## config.mk

```make
export PLATFORM = sky130hd
export DESIGN_NAME = poct_fold
export DESIGN_NICKNAME = d
export VERILOG_FILES = /design/src/design/poct_pkg.sv /design/src/design/poct_fold.sv
export SDC_FILE = /design/constraint.sdc
export NUM_CORES = 1
export LEC_CHECK = 0
export ABC_AREA = 0
export ABC_CLOCK_PERIOD_IN_PS = 1200
export BUFFER_PORTS_ARGS = -buffer_cell sky130_fd_sc_hd__buf_2
export CORE_AREA = 2 2 92 94
export DETAILED_ROUTE_END_ITERATION = 8
export DIE_AREA = 0 0 94 96
export PLACE_DENSITY_LB_ADDON = 0.2
export RECOVER_POWER = 25
export SLEW_MARGIN = 10
export SYNTH_ARGS = -nofsm -noshare
export SYNTH_HDL_FRONTEND = slang
export SYNTH_SLANG_ARGS = --single-unit
```

## constraint.sdc

```tcl
create_clock -name vclk -period 1.2
set_input_delay 0.06 -clock vclk [all_inputs]
set_output_delay 0.06 -clock vclk [all_outputs]
set_load 0.01 [all_outputs]
```

## src/design/poct_pkg.sv

```systemverilog
// Shared types and codes for the patch operation coalescing table.
package poct_pkg;

   localparam int PATH_COUNT_DEF = 1024;
   localparam int TIME_BITS_DEF  = 24;

   localparam logic OPCODE_APPLY = 1'b0;
   localparam logic OPCODE_READ  = 1'b1;

   localparam logic [1:0] KIND_NONE    = 2'd0;
   localparam logic [1:0] KIND_ADD     = 2'd1;
   localparam logic [1:0] KIND_REPLACE = 2'd2;
   localparam logic [1:0] KIND_REMOVE  = 2'd3;

   typedef struct packed {
      logic        opcode;
      logic [9:0]  path_index;
      logic [1:0]  op_kind;
      logic [15:0] patch_number;
      logic [15:0] value_number;
   } req_type;

   typedef struct packed {
      logic        present;
      logic [1:0]  merged_kind;
      logic [9:0]  entry_path;
      logic [15:0] entry_patch;
      logic [15:0] entry_value;
      logic [23:0] created_at;
      logic [23:0] changed_at;
   } rsp_type;

   // Kind/value word of one table entry.
   typedef struct packed {
      logic        present;
      logic [1:0]  kind;
      logic [15:0] patch;
      logic [15:0] value;
   } kv_type;

endpackage

```

## src/design/poct_fold.sv

```systemverilog
// Folds one operation into a stored table entry.
module poct_fold #(
   parameter int TIME_BITS = 24
) (
   input  poct_pkg::req_type        req,
   input  logic                     apply,
   input  logic [TIME_BITS-1:0]     op_time,
   input  poct_pkg::kv_type         old_kv,
   input  logic [TIME_BITS-1:0]     old_created,
   input  logic [TIME_BITS-1:0]     old_changed,
   output poct_pkg::kv_type         new_kv,
   output logic [TIME_BITS-1:0]     new_created,
   output logic [TIME_BITS-1:0]     new_changed
);
   import poct_pkg::*;

   always_comb begin
      new_kv      = old_kv;
      new_created = old_created;
      new_changed = old_changed;
      if (apply) begin
         new_kv.present = 1'b1;
         new_kv.kind    = req.op_kind;
         new_kv.patch   = req.patch_number;
         new_kv.value   = req.value_number;
         new_changed    = op_time;
         if (!old_kv.present) begin
            new_created = op_time;
         end else if (old_kv.kind == KIND_REMOVE && req.op_kind == KIND_ADD) begin
            new_kv.kind = KIND_REPLACE;
         end else if (old_kv.kind == KIND_ADD && req.op_kind == KIND_REMOVE) begin
            new_kv.kind  = KIND_NONE;
            new_kv.patch = '0;
            new_kv.value = '0;
         end else if (old_kv.kind == KIND_ADD && req.op_kind == KIND_REPLACE) begin
            new_kv.kind = KIND_ADD;
         end else if (old_kv.kind == KIND_REPLACE && req.op_kind == KIND_REMOVE) begin
            new_created = op_time;
         end
      end
   end

endmodule

```

### Word level (Yosys, flattened, before mapping)

Index checks and enable logic that the tools add are counted.

| storage, ports and cells | value |
|---|---|
| register bits | 0 |
| bits of input ports | 153 |
| output and inout port bits | 83 |
| word-level logic and storage cells | 24 |

| operators by class | value |
|---|---|
| equal/unequal tests | 6 |
| multiplexer cells | 14 |
| reduce and logical (&&, ||, !) cells | 4 |

Operator list:

| operator | count |
|---|---|
| $mux 24 | 7 |
| $mux 32 | 2 |
| $mux 35 | 1 |
| $mux 34 | 1 |
| $eq 2x2->1 const B | 4 |
| $mux 2 | 3 |
| $eq 2x1->1 const B | 2 |
| $logic_and 1x1->1 | 4 |

### Logic depth before layout (Yosys ltp)

Gate-level depths: netlist (run 1).

| depth | value |
|---|---|
| depth in word-level cells | 8 |
| gate-level depth with buffers | 4 |
| gate-level depth less buffers | 3 |

### Least setup slack after synthesis (run 1)

Ideal clock, no wire load.

| path | value |
|---|---|
| path type | in2out |
| from | input old_kv[32] (netlist bit) |
| to | output new_created[17] |
| arrival | 1051 ps |
| required time | 1140 ps |
| setup slack | 89 ps |
| cell stages on the path | 4 |
| buffers on the path | 1 |
| cell sequence | nand4b_1 > a21oi_4 > buf_6 > mux2_1 |

| between the ends | value |
|---|---|
| word-level cells in the longest chain between the ends | 8 |
| elaborated cells on any way between the ends | 13 |
| classes of those cells | eq/ne (3); mux (6); reduce/logical (4) |

Ends and longest elaborated chain:

| what | RTL line | RTL |
|---|---|---|
| from (decl) | poct_fold.sv:8 | `input poct_pkg::kv_type old_kv,` |
| $eq 2x2->1 | poct_fold.sv:37 | `end else if (old_kv.kind == KIND_REPLACE && req.op_kind == KIND_REMOVE) begin` |
| $logic_and 1x1->1 | poct_fold.sv:37 |  |
| $mux 24 | poct_fold.sv:37 |  |
| $mux 24 | poct_fold.sv:35 | `end else if (old_kv.kind == KIND_ADD && req.op_kind == KIND_REPLACE) begin` |
| $mux 24 | poct_fold.sv:31 | `end else if (old_kv.kind == KIND_ADD && req.op_kind == KIND_REMOVE) begin` |
| $mux 24 * | poct_fold.sv:29 | `end else if (old_kv.kind == KIND_REMOVE && req.op_kind == KIND_ADD) begin` |
| $mux 24 * | poct_fold.sv:27 | `if (!old_kv.present) begin` |
| $mux 24 * | poct_fold.sv:21 | `if (apply) begin` |
| to (decl) | poct_fold.sv:12 | `output logic [TIME_BITS-1:0] new_created,` |

Every way passes the cells marked *; elsewhere a longest branch is shown, timed or not.

### Final worst setup path (run 1)

| path | value |
|---|---|
| from | input old_kv[32] (netlist bit) |
| to | output new_created[14] |

The elaborated chain is that of the path after synthesis.

==> results of run 1 <==
Yosys cell counts, drive strengths merged:
| cell type | count | area (um^2) |
|---|---|---|
| buf | 6 | 42.5 |
| dlymetal6s2s | 2 | 25.0 |
| mux2i | 1 | 10.0 |
| a311oi | 1 | 8.76 |
| nor2 | 1 | 3.75 |
| or2 | 1 | 6.26 |
| nand3b | 1 | 7.51 |
| a21oi | 4 | 31.3 |
| a22o | 32 | 320 |
| clkinv | 1 | 3.75 |
| o31a | 1 | 10.0 |
| mux2 | 48 | 541 |
| nand4b | 1 | 8.76 |
| clkbuf | 3 | 41.3 |
| nand2 | 4 | 15.0 |
| a211o | 1 | 8.76 |
| nand2b | 1 | 6.26 |
layer usage:
metal,global-route usage,wire length [um],share of wire,vias up
li1,-,-,-,919
met1,0.156,2740,0.38,837
met2,0.290,3850,0.53,142
met3,0.0251,630,0.087,2
met4,0.0133,14,0.0019,0
met5,0,0,0,-
cells by family after synthesis:
logic type | count (synthesis) | synth area share
multiplexers | 49 | 0.505
AND/OR/NAND/NOR | 9 | 0.0436
buffers and inverters | 12 | 0.103
AO/OA/AOI/OAI | 39 | 0.348
layout by cell type, fill, tap and decap left out, drive strengths merged:
cell,count
a211o,1
a21oi,4
a22o,32
a311oi,1
buf,241
bufbuf,1
clkbuf,4
clkinv,1
mux2,48
mux2i,1
nand2,4
nand2b,1
nand3b,1
nand4b,1
nor2,1
o31a,1
or2,1
path summary, 6_finish.rpt:
kind	from	end	slack, ns	depth (start not counted)
worst min-delay path	req[14]	new_kv[14]	0.40	3
worst max-delay path	old_kv[32]	new_created[14]	-0.15	7
cell type report:
| cell class | count | area, um^2 | share of cell area |
|---|---|---|---|
| Inverter | 1 | 3.75 | 0.00134 |
| Tap cell | 105 | 131 | 0.0468 |
| Multi-Input combinational cell | 97 | 1070 | 0.380 |
| Timing Repair Buffer | 246 | 1600 | 0.571 |
critical path: stages:
cell      delay (ns)
buf_6           0.09
nand4b_1        0.20
a21oi_4         0.20
buf_12          0.15
buf_16          0.12
mux2_2          0.32
buf_2           0.14
through the flow:
stage                     power [uW]  hold WS (ns)  cells  utilization
after floorplan                  484         0.227    109            -
after global placement          1000         0.419    441        0.295
after detailed placement         999         0.417    441        0.295
after CTS                       1250         0.405    450        0.351
after global routing            1320         0.411    449        0.348
final                           1230         0.401    449        0.348
what timing repair did:
item,in CTS,in global routing
hold buffers,0,0
cloned,6,0
endpoints found under the setup margin,56,56
setup buffers,3,0
pin swaps,2,0
gates resized for setup,50,3
where the power goes:
part / internal, uW / total (uW) / leakage [uW] / switching (uW)
clock: 0 / 0 / 0 / 0
sequential: 0 / 0 / 0 / 0
combinational: 741 / 1230 / 0.00156 / 491
==> results.md, run 1 <==
- Clock buf count: 0
- Initial Utilization: 0.135
- ANT nets after route: 0
- Min Tclk post-route: 1.35 ns
- Port-buffer cells: 225
- Seq/Total Area, Yosys: 0
- Mapped Area: 0.00109 mm^2
- Die H: 96 um
- Core Region: 0.00805 mm^2
- Final Hold Fails: 0
- GPL Wtd Cong: 0.747
- Kind of end point of the critical path: primary output
- Critical path launch point type: input pin
- Leak pwr: 0.00156 uW
- Initial drt markers: 11
- Slew headroom: 0.775
- Failing checks: setup timing
- Sequential cell area: 0 um^2
- Wire per inst: 16.1 um
- DP HPWL: 5490 um
- Critical path class: in -> out
- Ant. Diodes: 0
- Maximum vdd drop: 171 uV
- Synthesized netlist net count: 262
- Fmax achieved: 739 MHz
- Die width: 94 um
- Drc violations: 0
- Share of cells above drive strength 1: 0.948
- Number of synthesis warnings: 0
- Final setup vio count: 48
- Area after DPL: 0.00237 mm^2
- Synth unique cells: 20
- Slew of the pin with the lowest slew margin: 0.338 ns
- Total global routing overflow: 0
- Setup tns final: -5.27 ns
- Crit Path Max Fanout: 6
- Initial antenna violation count: 0
- Pre-antenna DRT Iters: 3
- Fin. max-slew vios: 0
- First-pass GRT wire length: 9940 um
- Syn avg cell area: 10.0 um^2
- Design area: 0.00281 mm^2
- Gr usage total: 0.142
- Final net count: 499
- Pin count of the biggest net entering global routing: 34
- PwrDens: 439 mW/mm^2
- Layout-stage area growth over the synthesis result: 157%
- Maxcap violations: 0
- Worst setup margin: -0.153 ns
- Critical Path AT: 1.29 ns
- Fin crit share: 1.13
- Fill count: 843
- Final wirelength: 7230 um
- CP Data Required Time: 1.14 ns
- Die footprint: 0.00902 mm^2
- Pre-CTS setup slack: -0.160 ns
- HP Class: in -> out
- IO Pins: 236
- Flip-flop and latch count: 0
- Total number of vias: 1,900
- Vias in the first global route: 1,947
- Vias/cell: 4.23
- RSZ-0062 raised after global routing: true
- Core Rows: 33
- Post-Synthesis Cells: 109
- Outcome: finished, violations left
(Power assumes the default switching activity.)
==> run 2, diff against run 1 <==
--- a/config.mk
+++ b/config.mk
@@ -6,7 +6,7 @@
 export NUM_CORES = 1
 export LEC_CHECK = 0
 export ABC_AREA = 0
-export ABC_CLOCK_PERIOD_IN_PS = 1200
+export ABC_CLOCK_PERIOD_IN_PS = 1350
 export BUFFER_PORTS_ARGS = -buffer_cell sky130_fd_sc_hd__buf_2
 export CORE_AREA = 2 2 92 94
 export DETAILED_ROUTE_END_ITERATION = 8
==> constraint.sdc (replaced) <==
create_clock -name vclk -period 1.35
set_input_delay 0.0675 -clock vclk [all_inputs]
set_output_delay 0.0675 -clock vclk [all_outputs]
set_load 0.01 [all_outputs]
==> results.md, run 2 (same netlist as run 1, synthesis figures left out) <==
- Die footprint: 0.00902 mm^2
- Min Tclk post-route: 1.37 ns
- Flip-flop and latch count: 0
- Wire per inst: 15.3 um
- Pre-antenna DRT Iters: 3
- Cells along the critical path: buf_6, nand4b_1, a21oi_4, buf_6, buf_12, mux2_4, buf_6
- Slowest-stage cell, CP: mux2_4
- Most frequent CP cell: buf_6
- Commonest cells after routing, fill and taps aside: 189 x buf_2, 32 x a22o_2, 27 x buf_6, 24 x mux2_4, 24 x mux2_2
- Share of cells above drive strength 1: 0.923
- Delay-heaviest family, CP: buffers and inverters
- Die H: 96 um
- Critical path class: in -> out
- Port-buffer cells: 225
- Gr usage total: 0.132
- RSZ-0062 raised after global routing: true
- Leak pwr: 0.00149 uW
- Final Hold Fails: 0
- Ant. Diodes: 0
- Final wirelength: 6770 um
- Area after DPL: 0.00235 mm^2
- IO Pins: 236
- Crit Path Max Fanout: 5
- Initial Utilization: 0.135
- Die width: 94 um
- Clock buf count: 0
- Maximum vdd drop: 161 uV
- Pin count of the biggest net entering global routing: 34
- Final setup vio count: 14
- Maxcap violations: 0
- HP Class: in -> out
- ANT nets after route: 0
- Worst setup margin: -0.0166 ns
- CP Data Required Time: 1.28 ns
- Slew headroom: 0.745
- Initial drt markers: 30
- Fmax achieved: 732 MHz
- CTS Hold Bufs: 0
- Failing checks: setup timing
- Critical Path AT: 1.30 ns
- Vias/cell: 4.25
- Layout-stage area growth over the synthesis result: 148%
- Total global routing overflow: 0
- Fin crit share: 1.01
- Total number of vias: 1,881
- WP buf/inv: 4
- Commonest non-fill, non-tap cell in the layout: buf_2
- Tot Pwr: 1050 uW
- Slew of the pin with the lowest slew margin: 0.383 ns
- Core Rows: 33
- PwrDens: 389 mW/mm^2
- Initial antenna violation count: 0
- Vias in the first global route: 1,841
- Design area: 0.00270 mm^2
- CP peak stage delay: 0.31 ns
- Final net count: 493
- DP HPWL: 5480 um
- Sequential cell area: 0 um^2
- First-pass GRT wire length: 9330 um
- Critical path launch point type: input pin
- Core Region: 0.00805 mm^2
- Kind of end point of the critical path: primary output
- Outcome: finished, violations left
- Fin. max-slew vios: 0
- GPL Wtd Cong: 0.722
- Drc violations: 0
==> run 2: cell count changes in the layout (fill, tap and decap cells not counted), sizes merged <==
| cell | change |
|---|---|
| clkbuf | +8 |
| buf | -13 |
| bufbuf | -1 |
==> run 2: worst paths after layout <==
| check | slack [ns] | depth (start not counted) | from | end |
|---|---|---|---|---|
| hold / removal | 0.43 | 3 | old_created[8] | new_created[8] |
| setup / recovery | -0.02 | 7 | old_kv[32] | new_created[1] |
==> run 2: metrics by stage <==
step	util	hold WS, ns	instances	setup TNS [ns]	setup WS, ns
floorplan	-	0.242	109	0	0.224
global placement	0.292	0.435	438	-0.167	-0.0215
detailed placement	0.292	0.434	438	-0.323	-0.0346
CTS	0.337	0.434	443	-0.307	-0.0319
global route	0.335	0.441	443	-1.82	-0.107
finish	0.335	0.433	443	-0.105	-0.0166
==> run 2: cell type report <==
class | instances | area (um^2)
inverters | 1 | 3.75
repair buffers | 240 | 1500
well taps | 105 | 131
multi-input cells | 97 | 1070
fillers | 891 | 5350
==> run 2: routing by layer <==
metal,global-route usage,part of all wire,vias up
li1,-,-,908
met1,0.158,0.39,829
met2,0.255,0.50,142
met3,0.0258,0.099,2
met4,0.00604,0.0040,0
met5,0,0,-
==> run 2: power breakdown <==
part / total, uW / switching [uW] / internal [uW]
registers: 0 / 0 / 0
logic: 1050 / 424 / 626
clock network: 0 / 0 / 0
==> run 2: what timing repair did <==
action,CTS,global route
setup buffers,2,0
gates resized for setup,54,0
pin swaps,1,0
endpoints found under the setup margin,20,24
cloned,3,0
==> run 3, diff against run 2 <==
--- a/config.mk
+++ b/config.mk
@@ -11,8 +11,10 @@
 export CORE_AREA = 2 2 92 94
 export DETAILED_ROUTE_END_ITERATION = 8
 export DIE_AREA = 0 0 94 96
+export MAX_ROUTING_LAYER = met4
 export PLACE_DENSITY_LB_ADDON = 0.2
 export RECOVER_POWER = 25
+export SETUP_SLACK_MARGIN = 0.15
 export SLEW_MARGIN = 10
 export SYNTH_ARGS = -nofsm -noshare
 export SYNTH_HDL_FRONTEND = slang
==> results.md, run 3 (same netlist as run 1, synthesis figures left out) <==
- Outcome: finished, violations left
- Failing checks: setup timing
- Layout Utilization: 0.412
- Worst setup margin: -0.0227 ns
- Pre-antenna DRT Iters: 4
- Area after DPL: 0.00235 mm^2
- Initial drt markers: 28
- Most frequent CP cell: buf_6
- HP Class: in -> out
- Maximum vdd drop: 163 uV
- Core Region: 0.00805 mm^2
- Core Rows: 33
- Maxcap violations: 0
- Non-filler cells, final: 449
- DP HPWL: 5480 um
- Final net count: 499
- Commonest non-fill, non-tap cell in the layout: buf_2
- Critical path class: in -> out
- Critical Path AT: 1.31 ns
- CP peak stage delay: 0.31 ns
- Leak pwr: 0.00174 uW
- Ant. Diodes: 0
- CTS Hold Bufs: 0
- Commonest cells after routing, fill and taps aside: 161 x buf_2, 60 x buf_6, 32 x a22o_4, 24 x mux2_4, 24 x mux2_2
- ANT nets after route: 0
- Pin count of the biggest net entering global routing: 34
- Wire per inst: 17.3 um
- Drc violations: 0
- Gr usage total: 0.159
- Die width: 94 um
- Cells along the critical path: buf_6, nand4b_1, a21oi_4, buf_6, buf_12, mux2_4, buf_6
- Kind of end point of the critical path: primary output
- Fin. max-slew vios: 0
- CP Data Required Time: 1.28 ns
- Initial Utilization: 0.135
- Layout-stage area growth over the synthesis result: 204%
- Delay-heaviest family, CP: buffers and inverters
- Critical path launch point type: input pin
- Total number of vias: 1,989
- Fin crit share: 1.02
- Final Hold Fails: 0
- Flip-flop and latch count: 0
- Clock buf count: 0
- Share of cells above drive strength 1: 0.945
- Min Tclk post-route: 1.37 ns
- Slew headroom: 0.734
- First-pass GRT wire length: 10,700 um
- Vias/cell: 4.43
- Final wirelength: 7760 um
- Slew of the pin with the lowest slew margin: 0.399 ns
- Final setup vio count: 14
- GPL Wtd Cong: 0.731
- Die footprint: 0.00902 mm^2
- Fmax achieved: 728 MHz
- Vias in the first global route: 2,132
- Total global routing overflow: 0
- Slowest-stage cell, CP: mux2_4
- IO Pins: 236
- RSZ-0062 raised after global routing: true
- PwrDens: 405 mW/mm^2
- Sequential cell area: 0 um^2
- Crit Path Max Fanout: 5
- Design area: 0.00332 mm^2
- Die H: 96 um
- Port-buffer cells: 225
- Initial antenna violation count: 0
- Placed cell count: 438
- WP buf/inv: 4
-- run 3: cell count changes in the layout (fill, tap and decap cells not counted), sizes merged --
cell and change:
buf +12, clkinvlp +1, clkbuf -6, clkinv -1
-- run 3: what timing repair did --
| item | CTS | global route |
|---|---|---|
| endpoints found under the setup margin | 56 | 57 |
| cloned | 6 | 0 |
| pin swaps | 8 | 0 |
| gates resized for setup | 127 | 6 |
| buffers inserted | 5 | 0 |
-- run 3: final timing paths --
check | startpoint | endpoint | slack, ns | cells past startpoint
min | req[13] | new_kv[13] | 0.41 | 3
max | old_kv[32] | new_created[1] | -0.02 | 7
-- run 3: area by class of cell --
cell class	instances	area [um^2]
Multi-Input combinational cell	97	1320
Tap cell	105	131
Timing Repair Buffer	246	1860
Fill cell	784	4730
Inverter	1	7.51
-- run 3: power by group --
| group | internal, uW | switching [uW] |
|---|---|---|
| sequential | 0 | 0 |
| combinational | 833 | 510 |
| clock | 0 | 0 |
-- run 3: tightest hold or removal path: stages --
cell    delay [ns]
buf_2         0.08
a22o_4        0.10
buf_6         0.09
-- run 3: metal layers --
metal | wire length, um | global-route usage
met1 | 2880 | 0.173
met2 | 4220 | 0.321
met3 | 593 | 0.0133
met4 | 63 | 0.0145
met5 | 0 | -
-- run 3: through the flow --
| step | setup TNS, ns | hold WS [ns] | power (uW) | worst slack [ns] |
|---|---|---|---|---|
| 6_report | -0.176 | 0.412 | 1340 | -0.0227 |
| 2_1_floorplan | 0 | 0.242 | 430 | 0.224 |
| 3_3_place_gp | -0.167 | 0.435 | 883 | -0.0215 |
| 5_1_grt | -2.14 | 0.422 | 1420 | -0.107 |
| 3_5_place_dp | -0.323 | 0.434 | 881 | -0.0346 |
| 4_1_cts | -0.307 | 0.415 | 1340 | -0.0319 |
