<file path="config.mk">
export PLATFORM = sky130hd
export DESIGN_NAME = poct_ram
export DESIGN_NICKNAME = d
export VERILOG_FILES = /design/src/design/poct_ram.sv
export SDC_FILE = /design/constraint.sdc
export NUM_CORES = 1
export LEC_CHECK = 0
export CAP_MARGIN = 30
export CELL_PAD_IN_SITES_DETAIL_PLACEMENT = 1
export CELL_PAD_IN_SITES_GLOBAL_PLACEMENT = 1
export CORE_UTILIZATION = 45
export CTS_BUF_LIST = sky130_fd_sc_hd__clkbuf_8
export CTS_CLUSTER_DIAMETER = 50
export CTS_CLUSTER_SIZE = 28
export DETAILED_ROUTE_END_ITERATION = 8
export DONT_BUFFER_PORTS = 1
export PLACE_DENSITY_LB_ADDON = 0.1
export SYNTH_ARGS = -nofsm -noshare
export SYNTH_HDL_FRONTEND = slang
export SYNTH_SLANG_ARGS = --single-unit
</file>
<file path="constraint.sdc">
create_clock -name clock -period 2.68 [get_ports clock]
set_clock_uncertainty 0.2 [all_clocks]
set_input_delay 0.268 -clock clock [delete_from_list [all_inputs] [get_ports clock]]
set_output_delay 0.268 -clock clock [all_outputs]
set_load 0.05 [all_outputs]
</file>
<file path="src/design/poct_ram.sv">
// Single write port, single read port memory with registered read data.
module poct_ram #(
   parameter int WIDTH = 8,
   parameter int DEPTH = 2
) (
   input  logic                     clock,
   input  logic                     wr_en,
   input  logic [$clog2(DEPTH)-1:0] wr_addr,
   input  logic [WIDTH-1:0]         wr_data,
   input  logic                     rd_en,
   input  logic [$clog2(DEPTH)-1:0] rd_addr,
   output logic [WIDTH-1:0]         rd_data
);

   logic [WIDTH-1:0] ram_ff [DEPTH];
   logic [WIDTH-1:0] rd_data_ff;

   always_ff @(posedge clock) begin
      if (wr_en) begin
         ram_ff[wr_addr] <= wr_data;
      end
   end

   always_ff @(posedge clock) begin
      if (rd_en) begin
         rd_data_ff <= ram_ff[rd_addr];
      end
   end

   assign rd_data = rd_data_ff;

endmodule

</file>
# Word-level counts from Yosys, hierarchy flattened
# Memories as Yosys holds them, arrays and structs flattened. A register that Yosys moved wholly into a read port is not among the register bits.
# Index checks and enable logic that the tools add are counted.
# Widths: inputs -> output; s select.
# word_totals
word_cells	3
latchBits	0
ram_bits	16
n_memories	1
rom_bits	0
ff_bits	0
# memory_table
name	words	word_bits	rd	rd_clocked_by_memory_dff	wr	line_no	rtl
ram_ff	2	8	1	1	1	15	logic [WIDTH-1:0] ram_ff [DEPTH];
# op_classes
bitwise_logic	0
n_div	0
n_lt_le_gt_ge	0
addsub	0
mul	0
reduce_logical	0
mux	2
n_eq_ne	0
shift	0
# op_table
operator	count
$mux 1	2

# Depth between registers and ports, before layout
# Gate-level depths: netlist (run 1).
# depth
depth_word	2
mapped_depth	2

# Least setup slack after synthesis (run 1)
# No wires, ideal clock.
# synth_path
kind	input to register
start	in wr_en
end	mem ram_ff[0][0], enable pin
path_stages	1
setup_ns	0.373
slack_ns	1.419
required_ns	2.107
arrival_ns	0.688
path_buffers	0
cell_sequence	nor2b_1
# synth_via
elab_chain_cells	2
# synth_rtl
element	line_no	rtl
from (decl)	7	input logic wr_en,
$mux 1	19	if (wr_en) begin
$mux 1 (not written as such)	20	ram_ff[wr_addr] <= wr_data;
to (decl)	15	
# Every way passes these cells.

# Worst setup path after layout (run 1)
# layout_path
start	reg rd_data_ff[2], in the netlist rd_data[2], read port of ram_ff
end	out rd_data[2]
# layout_rtl
element	line_no	rtl
from (decl)	16	logic [WIDTH-1:0] rd_data_ff;
to (decl)	12	output logic [WIDTH-1:0] rd_data
# No word-level cell between the ends.

==> results of run 1 <==
==> cells in the final DEF (no fill, tap or decap) <==
cell and n:
clkbuf_8 3, and2_1 1, mux2_4 8, nor2b_1 1
dlygate4sd3_1 9, edfxtp_1 24
==> layer usage <==
layer / global-route usage [%] / vias up / share of wire (%)
met4: 7.059 / 0 / 0
li1: - / 161 / -
met2: 18.57 / 21 / 52
met3: 3.571 / 0 / 5.5
met5: 0 / - / 0
met1: 12.77 / 154 / 42
==> what timing repair did <==
action / in CTS / in global routing
buffers inserted: 0 / 0
hold endpoints to repair: 24 / 0
hold buffers: 9 / 0
==> per-stage QoR <==
| step | hold slack (ns) | instance area, sq um | power (mW) | std cells | worst slack [ns] |
|---|---|---|---|---|---|
| after detailed placement | 0.1670 | 884.6 | 0.5170 | 59 | 1.293 |
| after global placement | 0.1670 | 884.6 | 0.5141 | 59 | 1.363 |
| after CTS | 0.03851 | 1016 | 0.7229 | 71 | 1.319 |
| final | 0.04727 | 1016 | 0.7131 | 71 | 1.330 |
| after floorplan | 0.1669 | 864.6 | 0.5145 | 35 | 1.419 |
| after global routing | 0.03239 | 1016 | 0.7382 | 71 | 1.293 |
==> sequential cells by signal, summed over array words and instances, names as in the netlist <==
name,count
rd_data,8
ram_ff,16
==> kinds of logic after synthesis <==
group	share of synthesized area, %
AND/OR/NAND/NOR	1.448
multiplexers	13.89
flip-flops	83.36
buffers and inverters	1.302
==> power by group through the flow <==
stage          Combinational (mW)  Clock [mW]  Sequential [mW]
2_1_floorplan              0.0257           0            0.489
3_3_place_gp               0.0235           0            0.491
3_5_place_dp               0.0247           0            0.492
4_1_cts                    0.0385       0.201            0.484
5_1_grt                    0.0409       0.211            0.486
6_report                   0.0380       0.192            0.483
==> worst max path at each step <==
stage	depth (start not counted)	startpoint	end	slack, ns
final	0	rd_data[2]$_DFFE_PP_	rd_data[2]	1.33
after global routing	0	rd_data[0]$_DFFE_PP_	rd_data[0]	1.29
after CTS	0	rd_data[2]$_DFFE_PP_	rd_data[2]	1.32
after detailed placement	1	wr_en	ram_ff[0][5]$_DFFE_PP_	1.29
after global placement	1	wr_en	ram_ff[0][0]$_DFFE_PP_	1.36
after floorplan	1	wr_en	ram_ff[0][0]$_DFFE_PP_	1.42
==> cell type report <==
class	count	area, sq um	share of cell area (%)
clock buffers	3	41.29	4.064
multi-input cells	10	132.6	13.05
flip-flops and latches	24	720.7	70.94
well taps	25	31.28	3.079
repair buffers	9	90.09	8.867
==> key figures, run 1 <==
Run status
  – Status: finished, final reports clean

Floorplanning
  – I/O pin total: 21
  – Die Area: 0.002100 sq mm
  – Die Ht: approximately 46 um
  – Initial core utilization: about half
  – Row count: 15
  – CORE AREA: between 0.0015 and 0.002 sq mm
  – Overall die width: 45.83 um

Timing
  – RSZ-0062 raised after global routing: no
  – Final hold violation count: 0
  – Worst-Margin Slew: roughly 0.65 ns
  – Slew HR: 56.59%
  – Setup TNS Final: 0 ns
  – Endpoints failing setup: 0
  – Fmax: about 740 MHz
  – Period utilization: between 50% and 60%
  – Post-layout minimum cycle time: 1.350 ns
  – Slew Viols, Final: 0

Layout
  – ANT cells: 0
  – Layout overhead on the synthesized area: 17.51%
  – Final-layout fill cell count: approximately 160
  – # nets final: 61
  – Layout cell share with drive strength beyond 1: 23.91%
  – Util after Layout: 57.59%

Global routing
  – Largest net degree at the start of global routing: 13
  – First-pass GRT wire length: between 1500 and 2000 um
  – Antenna violations before repair: 0
  – GR Overflow Total: 0
  – GRT Util Overall: a little under an eighth
  – Number of global-route vias before repair: ~370

Power
  – Clock power share: a little over a quarter
  – Peak VDD IR: approximately 0.46 mV
  – Sequential power share: 67.8%
  – Logic pwr share: under 10%
  – Net Sw Power: 0.1431 mW
  – Switching Fraction: between 20 and 25%
  – LEAKAGE: 0.3582 nW
  – Int Power: ~0.57 mW
  – Pwr Density: ~700 mW/mm^2

Job
  – Maxcap violations: 0

Worst hold path
  – Hold Crit Depth: 1
  – Hold Path End: rd_data[5]$_DFFE_PP_
  – Worst hold path class: input port to flip-flop
  – Hold Startpoint: rd_addr

Setup path
  – Crit Reg-Reg Startpoint: ram_ff[0][7]$_DFFE_PP_
  – Worst endpoint required time: 2.21 ns
  – Startpoint types: flip-flop
  – Crit path max fanout: 1
  – Setup crit end kind: primary output
  – R2R depth: 1
  – CP Data Arrival Time: a little under 0.9 ns
  – Critical Setup Path Class: flip-flop to primary output
  – Critical R2R Capture: rd_data[7]$_DFFE_PP_
  – Reg2Reg Setup Slack: 1.58 ns

Clocking
  – H-tree Lvls: 1
  – PostCTS Resize Cnt: 0
  – Clk pin slew, worst setup/hold paths: roughly 0.070 ns
  – Bufs on Longest Clock Path: 2
  – Clk Latency, worst-skew pair: approximately 0.25 ns
  – CTS Buf Count: 3
  – Root buffer cell: clkbuf_8
  – CTS tree: yes
  – TritonCTS Sinks: 24

Synth
  – Async S/R FF share, synth: 0%
  – Cell variety after synth: 5
  – Mapped cell area: a little under 900 sq um
  – Syn Nets: 48
  – Largest area contributor in the netlist: edfxtp_1
  – Post-synth top area share: between 80% and 90%
  – Most used DFF post-synth: edfxtp_1
  – Commonest cells post-synth: edfxtp_1 (24), mux2_4 (8), and2_1 (1), buf_6 (1), nor2b_1 (1)
  – Number of flops mapped to enable cells by yosys: 24
  – Seq/Total Area, Yosys: 83.36%
  – Cell with the most instances after synthesis: edfxtp_1
  – Top cells by area, synth: edfxtp_1 (83%), mux2_4 (14%), buf_6 (1.3%)
  – YS warnings: 0
  – Cells after Synth: 35
  – #FFs+latches synth: 24
  – Avg Cell Area, Syn: between 20 and 25 sq um

Route
  – WL per Instance: about 14 um
  – WL final: 965 um
  – Starting DRT DRC Count: 0
  – Antenna-violating nets left: 0
  – DRC violations left: 0
  – Via/cell ratio: 4.732
  – DR pass1 iterations: 1
  – Detailed-route via count: 336

Placement
  – Placer Congestion: 0.6311
  – Port buffer count: 0
(Power assumes the default switching activity.)
==> inputs of run 2 (changes only) <==
==> constraint.sdc (replaced) <==
create_clock -name clock -period 1.1 [get_ports clock]
set_clock_uncertainty 0.2 [all_clocks]
set_input_delay 0.11 -clock clock [delete_from_list [all_inputs] [get_ports clock]]
set_output_delay 0.11 -clock clock [all_outputs]
set_load 0.05 [all_outputs]
==> run 2 against run 1 <==
- the flow now finishes with violations (hold timing, setup timing)
- largest cell class unchanged
- highest routed layer unchanged
- register-to-register slack got worse by 1.6 ns
- combinational power grew to 5.7 times the previous value
- routed wire length is 8.7% higher
==> key figures, run 2 (synthesis gave the netlist of run 1 again) <==
Route
  – Starting DRT DRC Count: 0
  – Detailed-route via count: between 300 and 400
  – Antenna-violating nets left: 0
  – WL final: between 1000 and 1500 um
  – DR pass1 iterations: 1
  – DRC violations left: 0
  – Via/cell ratio: between 4 and 5
  – WL per Instance: approximately 13 um

Run status
  – Status: finished, violations left
  – Failing checks: hold timing, setup timing

Clocking
  – Root buffer cell: clkbuf_8
  – Clk pin slew, worst setup/hold paths: ~0.080 ns
  – Hold buffer count at cts: 9
  – H-tree Lvls: 1
  – Bufs on Longest Clock Path: 2
  – TritonCTS Sinks: 24
  – CTS tree: yes
  – Setup bufs post-CTS: 0
  – CTS Buf Count: 3
  – Clk Latency, worst-skew pair: roughly 0.25 ns

Setup path
  – Setup crit end kind: primary output
  – Startpoint types: flip-flop
  – CP max-delay cell: edfxtp_1
  – Crit path max fanout: 1
  – Worst endpoint required time: between 0.7 and 0.8 ns
  – Critical path, cell by cell: buf_6
  – CP Data Arrival Time: 0.81 ns
  – Crit path max-delay family: flip-flops
  – Critical Setup Path Class: flip-flop to primary output
  – Buf/Inv on CP: 1
  – Worst path max stage delay: between 0.3 and 0.4 ns

Floorplanning
  – CORE AREA: 0.001764 sq mm
  – Die Area: 0.002100 sq mm
  – Row count: 15
  – Overall die width: around 46 um
  – Die Ht: about 46 um
  – I/O pin total: 21
  – Initial core utilization: 49.01%

Timing
  – Slew HR: roughly three quarters
  – Worst-Margin Slew: between 0.3 and 0.4 ns
  – Min Hold Slack: -0.1181 ns
  – Fmax: around 900 MHz
  – Period utilization: 102.0%
  – Final hold violation count: 16
  – Post-layout minimum cycle time: 1.122 ns
  – Setup TNS Final: -0.1259 ns
  – Endpoints failing setup: 8
  – Slew Viols, Final: 0
  – Setup ws final: -0.02227 ns
  – RSZ-0062 raised after global routing: yes

Global routing
  – Number of global-route vias before repair: 400
  – Antenna violations before repair: 0
  – Largest net degree at the start of global routing: 14
  – First-pass GRT wire length: ~1600 um
  – GR Overflow Total: 0
  – GRT Util Overall: approximately 11%

Placement
  – Pre-CTS setup slack: -0.0002995 ns
  – Port buffer count: 0
  – Placer Congestion: between 0.6 and 0.7
  – Placed cell area: roughly 950 sq um
  – DP Cell Count: between 60 and 70

Power
  – Overall Power: around 1.8 mW
  – Int Power: 1.431 mW
  – Pwr Density: approximately 1600 mW/mm^2
  – Peak VDD IR: 1.142 mV
  – Sequential power share: between 60% and 70%
  – Clock power share: 27.4%
  – LEAKAGE: ~0.42 nW
  – Net Sw Power: around 0.38 mW
  – Logic pwr share: about an eighth
  – Switching Fraction: about a fifth

Layout
  – Max reg flops: 16
  – # nets final: 69
  – Design Area, Final: about 0.0011 sq mm
  – Reg with most FFs: ram_ff
  – ANT cells: 0
  – Util after Layout: between 60% and 70%
  – Final Non-Filler Cells: 80
  – Layout overhead on the synthesized area: 28.94%
  – Most frequent cells in the layout: edfxtp_1 (24), mux2_4 (8), dlygate4sd3_1 (8), buf_6 (8), clkbuf_8 (3)
  – Commonest non-fill, non-tap cell in the layout: edfxtp_1
  – Layout cell share with drive strength beyond 1: about 36%

Job
  – Maxcap violations: 0

Worst hold path
  – Worst hold path class: input port to flip-flop
## run 2: worst paths after layout
check | from | endpoint | slack [ns] | depth (start not counted)
max | rd_data[3]$_DFFE_PP_ | rd_data[3] | -0.02 | 1
min | rd_addr | rd_data[7]$_DFFE_PP_ | -0.12 | 1
max reg2reg | ram_ff[0][6]$_DFFE_PP_ | rd_data[6]$_DFFE_PP_ | 0.01 | 1
min reg2reg | ram_ff[0][0]$_DFFE_PP_ | rd_data[0]$_DFFE_PP_ | 0.36 | 1
## run 2: area by class of cell
type	count	area [sq um]
timing repair buffer	17	182.7
sequential	24	720.7
clock buffer	3	41.29
fill	153	649.4
multi-input combinational	10	135.1
clock inverter	1	3.754
tap	25	31.28
## run 2: what timing repair did
action / CTS / global route
setup endpoints to repair: 9 / 18
resized for setup: 8 / 1
hold endpoints to repair: 40 / 16
## run 2: metal layers
| layer | vias up | part of all wire [%] | routed length, um | GRT usage (%) |
|---|---|---|---|---|
| li1 | 176 | - | - | - |
| met1 | 172 | 35 | 368 | 10.22 |
| met2 | 21 | 58 | 610 | 22.29 |
| met3 | 0 | 6.6 | 69 | 3.571 |
| met4 | 0 | 0 | 0 | 3.529 |
| met5 | - | 0 | 0 | 0 |
## run 2: power by group through the flow
stage                     Clock [mW]  Sequential (mW)  Combinational [mW]
after floorplan                    0             1.19              0.0631
after global placement             0             1.11               0.167
after detailed placement           0             1.12               0.171
after CTS                      0.517             1.10               0.218
after global routing           0.541             1.11               0.226
final                          0.497             1.10               0.215
==> inputs of run 3 (changes only) <==
==> constraint.sdc (replaced) <==
create_clock -name clock -period 1.42 [get_ports clock]
set_clock_uncertainty 0.2 [all_clocks]
set_input_delay 0.142 -clock clock [delete_from_list [all_inputs] [get_ports clock]]
set_output_delay 0.142 -clock clock [all_outputs]
set_load 0.05 [all_outputs]
==> run 3 against run 2 <==
- the flow finishes with violations (hold timing)
- clock-buffer cell count is the same
- die area did not move
- via count down 7.3%
- critical path type unchanged
- sequential power down 17%
- routed wire length decreased by 6.6%
- design area shrank 8.2%
- sequential cell count did not move
==> key figures, run 3 (synthesis gave the netlist of run 1 again) <==
Setup path
  – Critical R2R Capture: rd_data[4]$_DFFE_PP_
  – Worst endpoint required time: approximately 1.1 ns
  – Startpoint types: flip-flop
  – Crit path max fanout: 1
  – Crit Reg-Reg Startpoint: ram_ff[0][4]$_DFFE_PP_
  – CP startpoint: rd_data[3]$_DFFE_PP_
  – CP Data Arrival Time: 0.89 ns
  – Setup crit end kind: primary output
  – CP Capture Point: rd_data[3]
  – R2R depth: 1
  – Crit path depth: 0
  – Critical Setup Path Class: flip-flop to primary output
  – Reg2Reg Setup Slack: 0.33 ns

Floorplanning
  – Die Ht: 45.83 um
  – Die Area: 0.002100 sq mm
  – Row count: 15
  – CORE AREA: roughly 0.0018 sq mm
  – Overall die width: 45.83 um
  – Initial core utilization: between 40% and 50%
  – I/O pin total: 21

Power
  – Int Power: about 1.1 mW
  – LEAKAGE: ~0.36 nW
  – Sequential power share: 66.9%
  – Switching Fraction: 20.86%
  – Logic pwr share: 5.4%
  – Peak VDD IR: 0.6962 mV
  – Clock power share: 27.7%
  – Overall Power: about 1.4 mW
  – Net Sw Power: ~0.28 mW
  – Pwr Density: around 1300 mW/mm^2

Global routing
  – GR Overflow Total: 0
  – First-pass GRT wire length: 1490 um
  – Antenna violations before repair: 0
  – Largest net degree at the start of global routing: 13
  – Number of global-route vias before repair: between 300 and 400
  – GRT Util Overall: between 10% and 20%

Clocking
  – H-tree Lvls: 1
  – CTS Buf Count: 3
  – Clk pin slew, worst setup/hold paths: approximately 0.07 ns
  – Bufs on Longest Clock Path: 2
  – TritonCTS Sinks: 24
  – CTS tree: yes
  – Clk Latency, worst-skew pair: about 0.26 ns
  – PostCTS Resize Cnt: 0
  – Setup bufs post-CTS: 0
  – Hold buffer count at cts: 9
  – Root buffer cell: clkbuf_8

Route
  – Detailed-route via count: between 300 and 400
  – WL per Instance: roughly 14 um
  – WL final: 980 um
  – Antenna-violating nets left: 0
  – Starting DRT DRC Count: 4
  – Via/cell ratio: 4.750
  – DRC violations left: 0
  – DR pass1 iterations: 2

Layout
  – Reg with most FFs: ram_ff
  – ANT cells: 0
  – Max reg flops: 16
  – Commonest non-fill, non-tap cell in the layout: edfxtp_1
  – Util after Layout: 58.01%
  – Layout cell share with drive strength beyond 1: 25.53%
  – # nets final: slightly above 60
  – Most frequent cells in the layout: edfxtp_1 (24), dlygate4sd3_1 (9), mux2_4 (8)
  – Final-layout fill cell count: 158
  – Final Non-Filler Cells: 72
  – Layout overhead on the synthesized area: 18.38%

Timing
  – Worst-Margin Slew: between 0.4 and 0.5 ns
  – Post-layout minimum cycle time: 1.236 ns
  – Min Hold Slack: -0.09088 ns
  – Endpoints failing setup: 0
  – Fmax: 808.8 MHz
  – Setup ws final: approximately 0.18 ns
  – Setup TNS Final: 0 ns
  – Slew HR: between 60 and 70%
  – RSZ-0062 raised after global routing: no
  – Final hold violation count: 8
  – Period utilization: ~87%
  – Slew Viols, Final: 0

Placement
  – Pre-CTS setup slack: between 0.3 and 0.4 ns
  – Port buffer count: 0
  – DP Cell Count: 60
  – Placer Congestion: ~0.64

Job
  – Maxcap violations: 0

Run status
  – Status: finished, violations left
  – Failing checks: hold timing

Worst hold path
  – Worst hold path class: input port to flip-flop
-- run 3: cell types whose count changed in the layout (fill, tap and decap cells not counted), sizes merged --
| cell | change |
|---|---|
| buf | -7 |
| clkinv | -1 |
| dlygate4sd3 | +1 |
| dlymetal6s4s | -1 |
-- run 3: power groups by stage --
stage / registers [mW] / clock network [mW] / logic [mW]
2_1_floorplan: 0.923 / 0 / 0.0484
3_3_place_gp: 0.925 / 0 / 0.0473
3_5_place_dp: 0.927 / 0 / 0.0488
4_1_cts: 0.911 / 0.389 / 0.0743
5_1_grt: 0.915 / 0.404 / 0.0792
6_report: 0.911 / 0.378 / 0.0737
-- run 3: routing by layer --
| metal | global-route usage (%) | vias to the layer above | part of all wire (%) |
|---|---|---|---|
| met2 | 18.86 | 22 | 49 |
| met5 | 0 | - | 0 |
| met3 | 3.968 | 3 | 6.6 |
| li1 | - | 162 | - |
| met1 | 10.93 | 155 | 41 |
| met4 | 10.59 | 0 | 3.0 |
-- run 3: worst min path at each step --
stage / startpoint / to / slack, ns / cells past startpoint
final: rd_addr / rd_data[1]$_DFFE_PP_ / -0.09 / 1
after global routing: rd_addr / rd_data[4]$_DFFE_PP_ / -0.1 / 1
after CTS: rd_addr / rd_data[1]$_DFFE_PP_ / -0.1 / 1
after detailed placement: wr_data[1] / ram_ff[0][1]$_DFFE_PP_ / 0.04 / 0
after global placement: wr_data[3] / ram_ff[0][3]$_DFFE_PP_ / 0.04 / 0
after floorplan: wr_data[0] / ram_ff[0][0]$_DFFE_PP_ / 0.04 / 0
-- run 3: area by class of cell --
cell class	count	area (sq um)	area share, %
Tap cell	25	31.28	3.056
Sequential cell	24	720.7	70.42
Clock buffer	3	41.29	4.034
Timing Repair Buffer	10	97.59	9.535
Multi-Input combinational cell	10	132.6	12.96
-- run 3: metrics by stage --
step / area (sq um) / hold WS [ns]
2_1_floorplan: 864.6 / 0.04087
3_3_place_gp: 892.1 / 0.04096
3_5_place_dp: 892.1 / 0.04096
4_1_cts: 1023 / -0.09665
5_1_grt: 1023 / -0.09812
6_report: 1023 / -0.09088
